## src/rtl/core/jsr_pkg.sv

```systemverilog
// ----------------------------------------------------------------------------
// jsr_pkg
// Shared widths, command codes and result flag type of the joint setpoint ramp.
// ----------------------------------------------------------------------------
package jsr_pkg;

   localparam int NUM_JOINTS_DEF = 7;
   localparam int POS_WIDTH_DEF  = 20;

   localparam int CMD_W   = 2;
   localparam int JOINT_W = 3;
   localparam int STEP_W  = 16;
   localparam int CNT_W   = 4;

   localparam logic [STEP_W-1:0] STEP_RESET = 16'd328;
   localparam logic [CNT_W-1:0]  CNT_MAX    = 4'd15;

   localparam logic [CMD_W-1:0] CMD_LIMITS = 2'd0;
   localparam logic [CMD_W-1:0] CMD_LOAD   = 2'd1;
   localparam logic [CMD_W-1:0] CMD_TICK   = 2'd2;
   localparam logic [CMD_W-1:0] CMD_INIT   = 2'd3;

   typedef struct packed {
      logic joint_done;
      logic all_done;
      logic active;
      logic status;
   } rsp_flags_type;

endpackage

```

## src/rtl/core/jsr_req_if.sv

```systemverilog
// ----------------------------------------------------------------------------
// jsr_req_if
// Request channel of the joint setpoint ramp: valid/ready plus payload.
// ----------------------------------------------------------------------------
interface jsr_req_if
   import jsr_pkg::*;
#(
   parameter int POS_WIDTH = POS_WIDTH_DEF
);
   logic                        valid;
   logic                        ready;
   logic [CMD_W-1:0]            cmd;
   logic [JOINT_W-1:0]          joint;
   logic signed [POS_WIDTH-1:0] measured;
   logic signed [POS_WIDTH-1:0] target;
   logic signed [POS_WIDTH-1:0] limit_low;
   logic signed [POS_WIDTH-1:0] limit_high;
   logic                        last;

   modport source (
      output valid, cmd, joint, measured, target, limit_low, limit_high, last,
      input  ready
   );
   modport sink (
      input  valid, cmd, joint, measured, target, limit_low, limit_high, last,
      output ready
   );
endinterface

```

## src/rtl/core/jsr_rsp_if.sv

```systemverilog
// ----------------------------------------------------------------------------
// jsr_rsp_if
// Result channel of the joint setpoint ramp: valid/ready plus payload.
// ----------------------------------------------------------------------------
interface jsr_rsp_if
   import jsr_pkg::*;
#(
   parameter int POS_WIDTH = POS_WIDTH_DEF
);
   logic                        valid;
   logic                        ready;
   logic [JOINT_W-1:0]          joint_out;
   logic signed [POS_WIDTH-1:0] desired;
   logic                        joint_done;
   logic                        all_done;
   logic                        active;
   logic                        status;

   modport source (
      output valid, joint_out, desired, joint_done, all_done, active, status,
      input  ready
   );
   modport sink (
      input  valid, joint_out, desired, joint_done, all_done, active, status,
      output ready
   );
endinterface

```

## src/rtl/core/joint_setpoint_ramp_top.sv

```systemverilog
// Pipeline: a request is taken into the input register, and its result is
// computed from there and written into the result register.
// Throughput: one request per cycle unless the result channel stalls; the joint
// tables are read and updated in the single stage between the two registers.
// Reset (synchronous, active high) clears motion state, limits to full range,
// desired positions to zero and step size to 328; targets are not cleared.
// ----------------------------------------------------------------------------
// joint_setpoint_ramp_top
// Multi-joint position ramp generator with per-joint limits and targets.
// ----------------------------------------------------------------------------
module joint_setpoint_ramp_top
   import jsr_pkg::*;
#(
   parameter int NUM_JOINTS = NUM_JOINTS_DEF,
   parameter int POS_WIDTH  = POS_WIDTH_DEF
) (
   input  logic              clock,
   input  logic              reset,
   jsr_req_if.sink           req,
   jsr_rsp_if.source         rsp,
   input  logic              csr_we,
   input  logic [STEP_W-1:0] csr_wdata
);

   logic                        stg_valid;
   logic                        stg_ready;
   logic [CMD_W-1:0]            stg_cmd;
   logic [JOINT_W-1:0]          stg_joint;
   logic signed [POS_WIDTH-1:0] stg_measured;
   logic signed [POS_WIDTH-1:0] stg_target;
   logic signed [POS_WIDTH-1:0] stg_limit_low;
   logic signed [POS_WIDTH-1:0] stg_limit_high;
   logic                        stg_last;
   rsp_flags_type               out_flags;

   jsr_in_reg #(
      .POS_WIDTH (POS_WIDTH)
   ) u_in_reg (
      .clock          (clock),
      .reset          (reset),
      .req            (req),
      .stg_valid      (stg_valid),
      .stg_ready      (stg_ready),
      .stg_cmd        (stg_cmd),
      .stg_joint      (stg_joint),
      .stg_measured   (stg_measured),
      .stg_target     (stg_target),
      .stg_limit_low  (stg_limit_low),
      .stg_limit_high (stg_limit_high),
      .stg_last       (stg_last)
   );

   jsr_core #(
      .NUM_JOINTS (NUM_JOINTS),
      .POS_WIDTH  (POS_WIDTH)
   ) u_core (
      .clock          (clock),
      .reset          (reset),
      .csr_we         (csr_we),
      .csr_wdata      (csr_wdata),
      .stg_valid      (stg_valid),
      .stg_ready      (stg_ready),
      .stg_cmd        (stg_cmd),
      .stg_joint      (stg_joint),
      .stg_measured   (stg_measured),
      .stg_target     (stg_target),
      .stg_limit_low  (stg_limit_low),
      .stg_limit_high (stg_limit_high),
      .stg_last       (stg_last),
      .out_valid      (rsp.valid),
      .out_ready      (rsp.ready),
      .out_joint      (rsp.joint_out),
      .out_desired    (rsp.desired),
      .out_flags      (out_flags)
   );

   assign rsp.joint_done = out_flags.joint_done;
   assign rsp.all_done   = out_flags.all_done;
   assign rsp.active     = out_flags.active;
   assign rsp.status     = out_flags.status;

endmodule

```

## src/rtl/core/jsr_in_reg.sv

```systemverilog
// ----------------------------------------------------------------------------
// jsr_in_reg
// Input register stage: captures one request per cycle when the core can move.
// ----------------------------------------------------------------------------
module jsr_in_reg
   import jsr_pkg::*;
#(
   parameter int POS_WIDTH = POS_WIDTH_DEF
) (
   input  logic                        clock,
   input  logic                        reset,
   jsr_req_if.sink                     req,
   output logic                        stg_valid,
   input  logic                        stg_ready,
   output logic [CMD_W-1:0]            stg_cmd,
   output logic [JOINT_W-1:0]          stg_joint,
   output logic signed [POS_WIDTH-1:0] stg_measured,
   output logic signed [POS_WIDTH-1:0] stg_target,
   output logic signed [POS_WIDTH-1:0] stg_limit_low,
   output logic signed [POS_WIDTH-1:0] stg_limit_high,
   output logic                        stg_last
);

   logic                        valid_ff;
   logic                        valid_in;
   logic [CMD_W-1:0]            cmd_ff;
   logic [JOINT_W-1:0]          joint_ff;
   logic signed [POS_WIDTH-1:0] measured_ff;
   logic signed [POS_WIDTH-1:0] target_ff;
   logic signed [POS_WIDTH-1:0] limit_low_ff;
   logic signed [POS_WIDTH-1:0] limit_high_ff;
   logic                        last_ff;
   logic                        take;

   assign req.ready = !valid_ff || stg_ready;
   assign take      = req.valid && req.ready;
   assign valid_in  = take || (valid_ff && !stg_ready);

   always_ff @(posedge clock) begin
      if (reset) begin
         valid_ff <= 1'b0;
      end else begin
         valid_ff <= valid_in;
      end
   end

   always_ff @(posedge clock) begin
      if (take) begin
         cmd_ff        <= req.cmd;
         joint_ff      <= req.joint;
         measured_ff   <= req.measured;
         target_ff     <= req.target;
         limit_low_ff  <= req.limit_low;
         limit_high_ff <= req.limit_high;
         last_ff       <= req.last;
      end
   end

   assign stg_valid      = valid_ff;
   assign stg_cmd        = cmd_ff;
   assign stg_joint      = joint_ff;
   assign stg_measured   = measured_ff;
   assign stg_target     = target_ff;
   assign stg_limit_low  = limit_low_ff;
   assign stg_limit_high = limit_high_ff;
   assign stg_last       = last_ff;

endmodule

```

## src/rtl/core/jsr_core.sv

```systemverilog
// ----------------------------------------------------------------------------
// jsr_core
// Joint tables, motion state and ramp step; writes the result register.
// ----------------------------------------------------------------------------
module jsr_core
   import jsr_pkg::*;
#(
   parameter int NUM_JOINTS = NUM_JOINTS_DEF,
   parameter int POS_WIDTH  = POS_WIDTH_DEF
) (
   input  logic                        clock,
   input  logic                        reset,
   input  logic                        csr_we,
   input  logic [STEP_W-1:0]           csr_wdata,
   input  logic                        stg_valid,
   output logic                        stg_ready,
   input  logic [CMD_W-1:0]            stg_cmd,
   input  logic [JOINT_W-1:0]          stg_joint,
   input  logic signed [POS_WIDTH-1:0] stg_measured,
   input  logic signed [POS_WIDTH-1:0] stg_target,
   input  logic signed [POS_WIDTH-1:0] stg_limit_low,
   input  logic signed [POS_WIDTH-1:0] stg_limit_high,
   input  logic                        stg_last,
   output logic                        out_valid,
   input  logic                        out_ready,
   output logic [JOINT_W-1:0]          out_joint,
   output logic signed [POS_WIDTH-1:0] out_desired,
   output rsp_flags_type               out_flags
);

   localparam int IDX_W = (NUM_JOINTS > 1) ? $clog2(NUM_JOINTS) : 1;
   localparam int EW    = ((POS_WIDTH > STEP_W) ? POS_WIDTH : STEP_W) + 2;
   localparam int JCW   = JOINT_W + 2;

   localparam logic signed [POS_WIDTH-1:0] POS_MIN = {1'b1, {(POS_WIDTH-1){1'b0}}};
   localparam logic signed [POS_WIDTH-1:0] POS_MAX = {1'b0, {(POS_WIDTH-1){1'b1}}};
   localparam logic [NUM_JOINTS-1:0]       ALL_ONES = {NUM_JOINTS{1'b1}};

   logic signed [POS_WIDTH-1:0] desired_ff [NUM_JOINTS];
   logic signed [POS_WIDTH-1:0] target_ff  [NUM_JOINTS];
   logic signed [POS_WIDTH-1:0] lower_ff   [NUM_JOINTS];
   logic signed [POS_WIDTH-1:0] upper_ff   [NUM_JOINTS];
   logic [NUM_JOINTS-1:0]       dir_ff, dir_in;
   logic [NUM_JOINTS-1:0]       done_ff, done_in;
   logic                        armed_ff, armed_in;
   logic [CNT_W-1:0]            cnt_ff, cnt_in, cnt_inc;
   logic [STEP_W-1:0]           step_ff;

   logic                        rsp_valid_ff;
   logic [JOINT_W-1:0]          rsp_joint_ff;
   logic signed [POS_WIDTH-1:0] rsp_desired_ff, rsp_desired_in;
   rsp_flags_type               rsp_flags_ff, rsp_flags_in;

   logic                        advance;
   logic                        fire;
   logic                        jvalid;
   logic [IDX_W-1:0]            idx;
   logic [NUM_JOINTS-1:0]       jbit;
   logic                        down;
   logic signed [EW-1:0]        meas_x, step_x, d_x, lo_x, hi_x, tgt_x;
   logic signed [POS_WIDTH-1:0] d_val;
   logic                        d_fin;
   logic                        des_wr;
   logic signed [POS_WIDTH-1:0] des_val;
   logic                        lim_wr;
   logic                        tgt_wr;

   assign advance   = !rsp_valid_ff || out_ready;
   assign stg_ready = advance;
   assign fire      = stg_valid && advance;

   assign jvalid = {2'b00, stg_joint} < JCW'(NUM_JOINTS);
   assign idx    = IDX_W'(stg_joint);
   assign jbit   = jvalid ? (NUM_JOINTS'(1) << idx) : '0;
   assign down   = |(dir_ff & jbit);

   // ramp step in a widened domain so the step can never wrap
   assign meas_x = EW'(stg_measured);
   assign step_x = signed'({{(EW-STEP_W){1'b0}}, step_ff});
   assign d_x    = down ? (meas_x - step_x) : (meas_x + step_x);
   assign lo_x   = EW'(lower_ff[idx]);
   assign hi_x   = EW'(upper_ff[idx]);
   assign tgt_x  = EW'(target_ff[idx]);

   always_comb begin
      d_fin = 1'b1;
      d_val = POS_WIDTH'(d_x);
      if (d_x <= lo_x) begin
         d_val = lower_ff[idx];
      end else if (d_x >= hi_x) begin
         d_val = upper_ff[idx];
      end else if ((!down && d_x >= tgt_x) || (down && d_x <= tgt_x)) begin
         d_val = target_ff[idx];
      end else begin
         d_fin = 1'b0;
      end
   end

   assign cnt_inc = (cnt_ff == CNT_MAX) ? CNT_MAX : cnt_ff + 1'b1;

   always_comb begin
      dir_in        = dir_ff;
      done_in       = done_ff;
      armed_in      = armed_ff;
      cnt_in        = cnt_ff;
      des_wr        = 1'b0;
      des_val       = d_val;
      lim_wr        = 1'b0;
      tgt_wr        = 1'b0;
      rsp_flags_in  = '0;
      case (stg_cmd)
         CMD_LIMITS: begin
            lim_wr = jvalid;
         end
         CMD_LOAD: begin
            tgt_wr = jvalid;
            if (stg_measured > stg_target) begin
               dir_in = dir_ff | jbit;
            end else begin
               dir_in = dir_ff & ~jbit;
            end
            cnt_in = cnt_inc;
            if (stg_last) begin
               cnt_in = '0;
               if ({1'b0, cnt_inc} == (CNT_W+1)'(NUM_JOINTS)) begin
                  done_in  = '0;
                  armed_in = 1'b1;
               end else begin
                  armed_in            = 1'b0;
                  rsp_flags_in.status = 1'b1;
               end
            end
         end
         CMD_TICK: begin
            if (armed_ff && jvalid && !(|(done_ff & jbit))) begin
               des_wr = 1'b1;
               if (d_fin) begin
                  done_in = done_ff | jbit;
               end
               if (done_in == ALL_ONES) begin
                  armed_in = 1'b0;
               end
            end
         end
         CMD_INIT: begin
            des_wr   = jvalid;
            des_val  = stg_measured;
            armed_in = 1'b0;
         end
         default: begin
            armed_in = armed_ff;
         end
      endcase
      rsp_flags_in.joint_done = |(done_in & jbit);
      rsp_flags_in.all_done   = (done_in == ALL_ONES);
      rsp_flags_in.active     = armed_in;
   end

   always_comb begin
      if (!jvalid) begin
         rsp_desired_in = '0;
      end else if (des_wr) begin
         rsp_desired_in = des_val;
      end else begin
         rsp_desired_in = desired_ff[idx];
      end
   end

   always_ff @(posedge clock) begin
      if (reset) begin
         dir_ff       <= '0;
         done_ff      <= '0;
         armed_ff     <= 1'b0;
         cnt_ff       <= '0;
         step_ff      <= STEP_RESET;
         rsp_valid_ff <= 1'b0;
      end else begin
         if (csr_we) begin
            step_ff <= csr_wdata;
         end
         if (fire) begin
            dir_ff   <= dir_in;
            done_ff  <= done_in;
            armed_ff <= armed_in;
            cnt_ff   <= cnt_in;
         end
         if (advance) begin
            rsp_valid_ff <= stg_valid;
         end
      end
   end

   always_ff @(posedge clock) begin
      if (reset) begin
         for (int i = 0; i < NUM_JOINTS; i++) begin
            desired_ff[i] <= '0;
            lower_ff[i]   <= POS_MIN;
            upper_ff[i]   <= POS_MAX;
         end
      end else if (fire) begin
         if (des_wr) begin
            desired_ff[idx] <= des_val;
         end
         if (lim_wr) begin
            lower_ff[idx] <= stg_limit_low;
            upper_ff[idx] <= stg_limit_high;
         end
      end
   end

   // targets hold no reset value, only loads write them
   always_ff @(posedge clock) begin
      if (fire && tgt_wr) begin
         target_ff[idx] <= stg_target;
      end
   end

   always_ff @(posedge clock) begin
      if (fire) begin
         rsp_joint_ff   <= stg_joint;
         rsp_desired_ff <= rsp_desired_in;
         rsp_flags_ff   <= rsp_flags_in;
      end
   end

   assign out_valid   = rsp_valid_ff;
   assign out_joint   = rsp_joint_ff;
   assign out_desired = rsp_desired_ff;
   assign out_flags   = rsp_flags_ff;

endmodule

```

## src/flat_wrapper.sv

```systemverilog
// flat-port wrapper written by rule: the top's interface ports become plain ports
module joint_setpoint_ramp_top_flat import jsr_pkg::*;
#(
   parameter int NUM_JOINTS = NUM_JOINTS_DEF,
   parameter int POS_WIDTH  = POS_WIDTH_DEF
)
  (clock, reset, csr_we, csr_wdata, req_valid, req_cmd, req_joint, req_measured, req_target, req_limit_low, req_limit_high, req_last, req_ready, rsp_valid, rsp_joint_out, rsp_desired, rsp_joint_done, rsp_all_done, rsp_active, rsp_status, rsp_ready);
  jsr_req_if #(.POS_WIDTH(POS_WIDTH)) req_i ();
  jsr_rsp_if #(.POS_WIDTH(POS_WIDTH)) rsp_i ();
  input  logic clock;
  input  logic reset;
  input  logic csr_we;
  input  logic [STEP_W-1:0] csr_wdata;
  input wire logic [$bits(req_i.valid)-1:0] req_valid;
  input wire logic [$bits(req_i.cmd)-1:0] req_cmd;
  input wire logic [$bits(req_i.joint)-1:0] req_joint;
  input wire logic [$bits(req_i.measured)-1:0] req_measured;
  input wire logic [$bits(req_i.target)-1:0] req_target;
  input wire logic [$bits(req_i.limit_low)-1:0] req_limit_low;
  input wire logic [$bits(req_i.limit_high)-1:0] req_limit_high;
  input wire logic [$bits(req_i.last)-1:0] req_last;
  output wire logic [$bits(req_i.ready)-1:0] req_ready;
  output wire logic [$bits(rsp_i.valid)-1:0] rsp_valid;
  output wire logic [$bits(rsp_i.joint_out)-1:0] rsp_joint_out;
  output wire logic [$bits(rsp_i.desired)-1:0] rsp_desired;
  output wire logic [$bits(rsp_i.joint_done)-1:0] rsp_joint_done;
  output wire logic [$bits(rsp_i.all_done)-1:0] rsp_all_done;
  output wire logic [$bits(rsp_i.active)-1:0] rsp_active;
  output wire logic [$bits(rsp_i.status)-1:0] rsp_status;
  input wire logic [$bits(rsp_i.ready)-1:0] rsp_ready;
  assign req_i.valid = req_valid;
  assign req_i.cmd = req_cmd;
  assign req_i.joint = req_joint;
  assign req_i.measured = req_measured;
  assign req_i.target = req_target;
  assign req_i.limit_low = req_limit_low;
  assign req_i.limit_high = req_limit_high;
  assign req_i.last = req_last;
  assign req_ready = req_i.ready;
  assign rsp_valid = rsp_i.valid;
  assign rsp_joint_out = rsp_i.joint_out;
  assign rsp_desired = rsp_i.desired;
  assign rsp_joint_done = rsp_i.joint_done;
  assign rsp_all_done = rsp_i.all_done;
  assign rsp_active = rsp_i.active;
  assign rsp_status = rsp_i.status;
  assign rsp_i.ready = rsp_ready;
  joint_setpoint_ramp_top #(.NUM_JOINTS(NUM_JOINTS), .POS_WIDTH(POS_WIDTH)) u_core (.clock(clock), .reset(reset), .req(req_i), .rsp(rsp_i), .csr_we(csr_we), .csr_wdata(csr_wdata));
endmodule
```

## config.mk

```make
export PLATFORM = sky130hd
export DESIGN_NAME = joint_setpoint_ramp_top_flat
export DESIGN_NICKNAME = d
export VERILOG_FILES = /design/src/rtl/core/jsr_pkg.sv /design/src/rtl/core/jsr_req_if.sv /design/src/rtl/core/jsr_rsp_if.sv /design/src/rtl/core/joint_setpoint_ramp_top.sv /design/src/rtl/core/jsr_in_reg.sv /design/src/rtl/core/jsr_core.sv /design/src/flat_wrapper.sv
export SDC_FILE = /design/constraint.sdc
export NUM_CORES = 1
export LEC_CHECK = 0
export BUFFER_PORTS_ARGS = -buffer_cell sky130_fd_sc_hd__clkbuf_2
export CAP_MARGIN = 40
export CORE_ASPECT_RATIO = 0.6
export CORE_MARGIN = 2
export CORE_UTILIZATION = 29
export CTS_BUF_LIST = sky130_fd_sc_hd__clkbuf_8
export CTS_CLUSTER_SIZE = 20
export DETAILED_ROUTE_END_ITERATION = 6
export PLACE_DENSITY_LB_ADDON = 0.2
export SLEW_MARGIN = 20
export SYNTH_ARGS = -nofsm -noshare
export SYNTH_HDL_FRONTEND = slang
export SYNTH_SLANG_ARGS = --single-unit
```

## constraint.sdc

```tcl
create_clock -name clock -period 17.2 [get_ports clock]
set_input_delay 4.3 -clock clock [delete_from_list [all_inputs] [get_ports clock]]
set_output_delay 4.3 -clock clock [all_outputs]
set_load 0.1 [all_outputs]
```

==> summary.txt <==
Detailed routing
  • DRC violations left: 0
  • Via density: just over 5
  • First DRT Iteration DRCs: 2,547
  • DR WL met2: roughly 47 mm
  • Routed wire length on met3: a little over 10 mm
  • Vias after detailed routing: ~24,000
  • ANT nets after route: 0
  • DRT Pass-1 Iters: 5
  • Wl on met1: 57.7 mm
  • Top sig layer: met4
  • Avg WL per Cell: roughly 25 µm
  • Final wirelength: ~120 mm

Pwr
  • Internal power: about 3.1 mW
  • Sw Ratio: between 30% and 40%
  • Gate power share: 18.6%
  • VDD IR max: 60.3 µV
  • Overall power: between 4 and 5 mW
  • Clk pwr share: between 30% and 40%
  • Flop pwr share: ~48%
  • Power density cells: approximately 110 nW/µm²
  • Leak: between 10 and 15 nW
  • Psw: 1.37 mW

Clock network
  • Post-CTS sizing: 0
  • Clk_lat worst skew: between 800 and 900 ps
  • CTS buffer count: between 100 and 150
  • Clock Tree Buf Depth: 3
  • Root Driver: clkbuf_8
  • TritonCTS clock tree: done
  • Setup bufs post-CTS: 0
  • Post-CTS Hold Fix Bufs: 0
  • Reg clk slew, reported paths: 60 ps
  • CTS sink count: between 700 and 800
  • H-tree depth: 3

Global routing
  • Global Route Usage Sum: between 10% and 20%
  • Vias in the first global route: 23,224
  • Largest net degree at the start of global routing: 64
  • First-pass GRT wire length: approximately 170 mm
  • GRT overflow: 0
  • Initial antenna violation count: 8

Synth
  • Mapped cell area: approximately 36,000 µm²
  • Top cells by area, synth: edfxtp_1 (56%), mux4_2 (8.7%), dfxtp_1 (5.5%)
  • Synth Area per Inst: about 13 µm²
  • Post-synth cell types: 83
  • Top FF cell, synth: edfxtp_1
  • Post-synthesis async set-or-reset flop share: 0%
  • Yosys top cell area share: between 50 and 60%
  • FF+latch count, synth: between 700 and 800
  • Ys Warns: 0
  • Post-synth top area cell: edfxtp_1
  • Sequential cell area fraction in the yosys report: between 60% and 70%
  • Post-synth EDFFs: 673
  • Synth Instances: approximately 2,800

Floorplanning
  • Initial core utilization: roughly 29%
  • Chip Width: ~460 µm
  • Chip Height: about 280 µm
  • # IOs: approximately 140
  • Row count: 100
  • Core area: about 120,000 µm²
  • Die area: 128,000 µm²

Cells and area
  • P&R area growth vs syn: 15.7%
  • Final-stage net count: between 3,000 and 4,000
  • # fillers: 12,234
  • Share of layout cells above drive strength 1: 19.8%
  • Post-Layout Cell Count: about 4,800

Worst hold path
  • Hold WC Path Type: reg2reg
  • End of the worst hold path: u_core.u_core.lower_ff[6][0]
  • Hold Crit Depth: 2
  • Hold Startpoint: u_core.u_core.lower_ff[6][0]

Placement
  • Routability cong.: slightly below 0.9
  • Port Buffers: approximately 140
  • Placed insts: roughly 4,500
  • Detailed placement HPWL: 77.9 mm

Timing
  • Worst hold margin: roughly 460 ps
  • Final Critical Period: about 9500 ps
  • Max_slew headroom: 31.6%
  • FMAX: ~110 MHz
  • Layout Skew: 50.4 ps
  • RSZ-0062 raised after global routing: false
  • Final Max Slew Viols: 0
  • Post-route clock period utilization: a little under three fifths
  • Endpoints failing hold: 0
  • Aggregate negative setup slack: 0 ps
  • # setup viols final: 0
  • Slew @ Worst Pin: 998 ps

Setup path
  • Worst path slowest cell: clkbuf_2
  • Arrival @ worst endpoint: around 5200 ps
  • CP max stage delay: approximately 380 ps
  • Cells on worst reg2reg path: 25
  • Setup crit end kind: output pin
  • R2R Path End: u_core.u_core.desired_ff[5][13]
  • WS Path Type: in2out
  • R2r setup slk: a little over 9000 ps
  • CP most frequent cell: clkbuf_2
  • Crit-path max FO: 4
  • RR Startpoint: u_core.u_in_reg.stg_joint[0]
  • CP required: approximately 13,000 ps
  • Crit path cell chain: clkbuf_2 > nor2b_1 > nand2_1 > clkbuf_2
  • Crit path launch type: input port

Flow run
  • Max Cap Violations: 0

Outcome
  • Status: complete, no violations
-- worst max-delay path: cells and delay by family --
family | cells | cell delay [ps]
simple gates | 2 | 440
buf+inv | 2 | 460
-- flip-flops by register name, summed over array words and instances (netlist names), named ones only --
name,flops
u_core.u_core.target_ff,140
u_core.u_in_reg.stg_valid,1
u_core.u_in_reg.stg_limit_low,20
u_core.u_in_reg.stg_joint,3
u_core.u_in_reg.stg_last,1
u_core.u_core.done_ff,7
u_core.u_core.out_valid,1
u_core.u_core.lower_ff,160
u_core.u_in_reg.stg_measured,20
u_core.u_core.desired_ff,160
u_core.u_core.cnt_ff,4
u_core.u_core.out_flags,4
u_core.u_core.out_joint,3
u_core.u_core.upper_ff,160
u_core.u_in_reg.stg_cmd,2
u_core.u_core.armed_ff,1
u_core.u_core.step_ff,16
u_core.u_core.out_desired,20
u_core.u_in_reg.stg_target,20
u_core.u_in_reg.stg_limit_high,20
-- kinds of logic after synthesis --
kind of cell,count (synthesis),synth area share [%]
simple gates,886,10.7
flops,773,61.4
compound gates,440,8.26
buf+inv,268,3.04
mux,255,11.9
fa+ha+maj,111,3.86
xor+xnor,28,0.720
other cells,1,0.0104
-- worst max path at each step --
stage / startpoint / end / slack [ps] / depth (start not counted)
global placement: rsp_ready / req_ready / 7710 / 4
finish: rsp_ready / req_ready / 7700 / 4
detailed placement: rsp_ready / req_ready / 7710 / 4
global route: rsp_ready / req_ready / 7620 / 4
CTS: rsp_ready / req_ready / 7700 / 4
floorplan: rsp_ready / req_ready / 7820 / 2
-- through the flow --
stage               instance area, µm²  setup WS [ps]  utilization (%)
floorplan                        36400           7820                -
global placement                 39100           7710             31.5
detailed placement               39400           7710             31.8
CTS                              41700           7700             33.6
global route                     41800           7620             33.8
finish                           41800           7700             33.8
-- synthesized netlist by cell type, types with 18 or more instances --
master and n:
a21o_1 24, o31ai_1 43, nand2_1 309, nand2b_1 21
nand3_1 86, nand4_1 18, nor3_1 38, mux4_2 140
ha_1 110, a21oi_1 104, edfxtp_1 673, buf_2 38
nor2_1 315, a211oi_1 18, and2_1 18, dfxtp_1 100
mux2i_1 103, nor2b_1 18, clkbuf_1 102, inv_1 106
o21ai_0 100
-- cell type report --
class                           count  area (µm²)  area share, %
Clock inverter                     89         505           1.21
Timing Repair Buffer              239        1640           3.91
Inverter                          106         400          0.957
Antenna cell                        1        2.50        0.00598
Clock buffer                      130        1790           4.28
Sequential cell                   773       22200           53.1
Multi-Input combinational cell   1780       13200           31.6
Tap cell                         1632        2040           4.88
-- power groups by stage --
stage	Clock, mW	Sequential (mW)	Combinational, mW
2_1_floorplan	0	2.18	0.511
3_3_place_gp	0	2.18	0.798
3_5_place_dp	0	2.18	0.813
4_1_cts	1.57	2.14	0.817
5_1_grt	1.65	2.14	0.896
6_report	1.52	2.14	0.834
-- per-layer routing --
layer	vias up	track usage, %
li1	10882	-
met1	12038	28.0
met2	921	24.5
met3	168	5.40
met4	0	3.82
met5	-	0
-- cell usage in the layout (no fill, tap or decap), drive strengths merged, types with 103 or more instances in the layout --
| cell | instances |
|---|---|
| mux2i | 103 |
| nand2 | 309 |
| inv | 150 |
| a21oi | 107 |
| clkbuf | 269 |
| edfxtp | 673 |
| o21ai | 103 |
| ha | 110 |
| nor2 | 316 |
| mux4 | 140 |
Note: power is estimated with default switching activity, not from simulation.
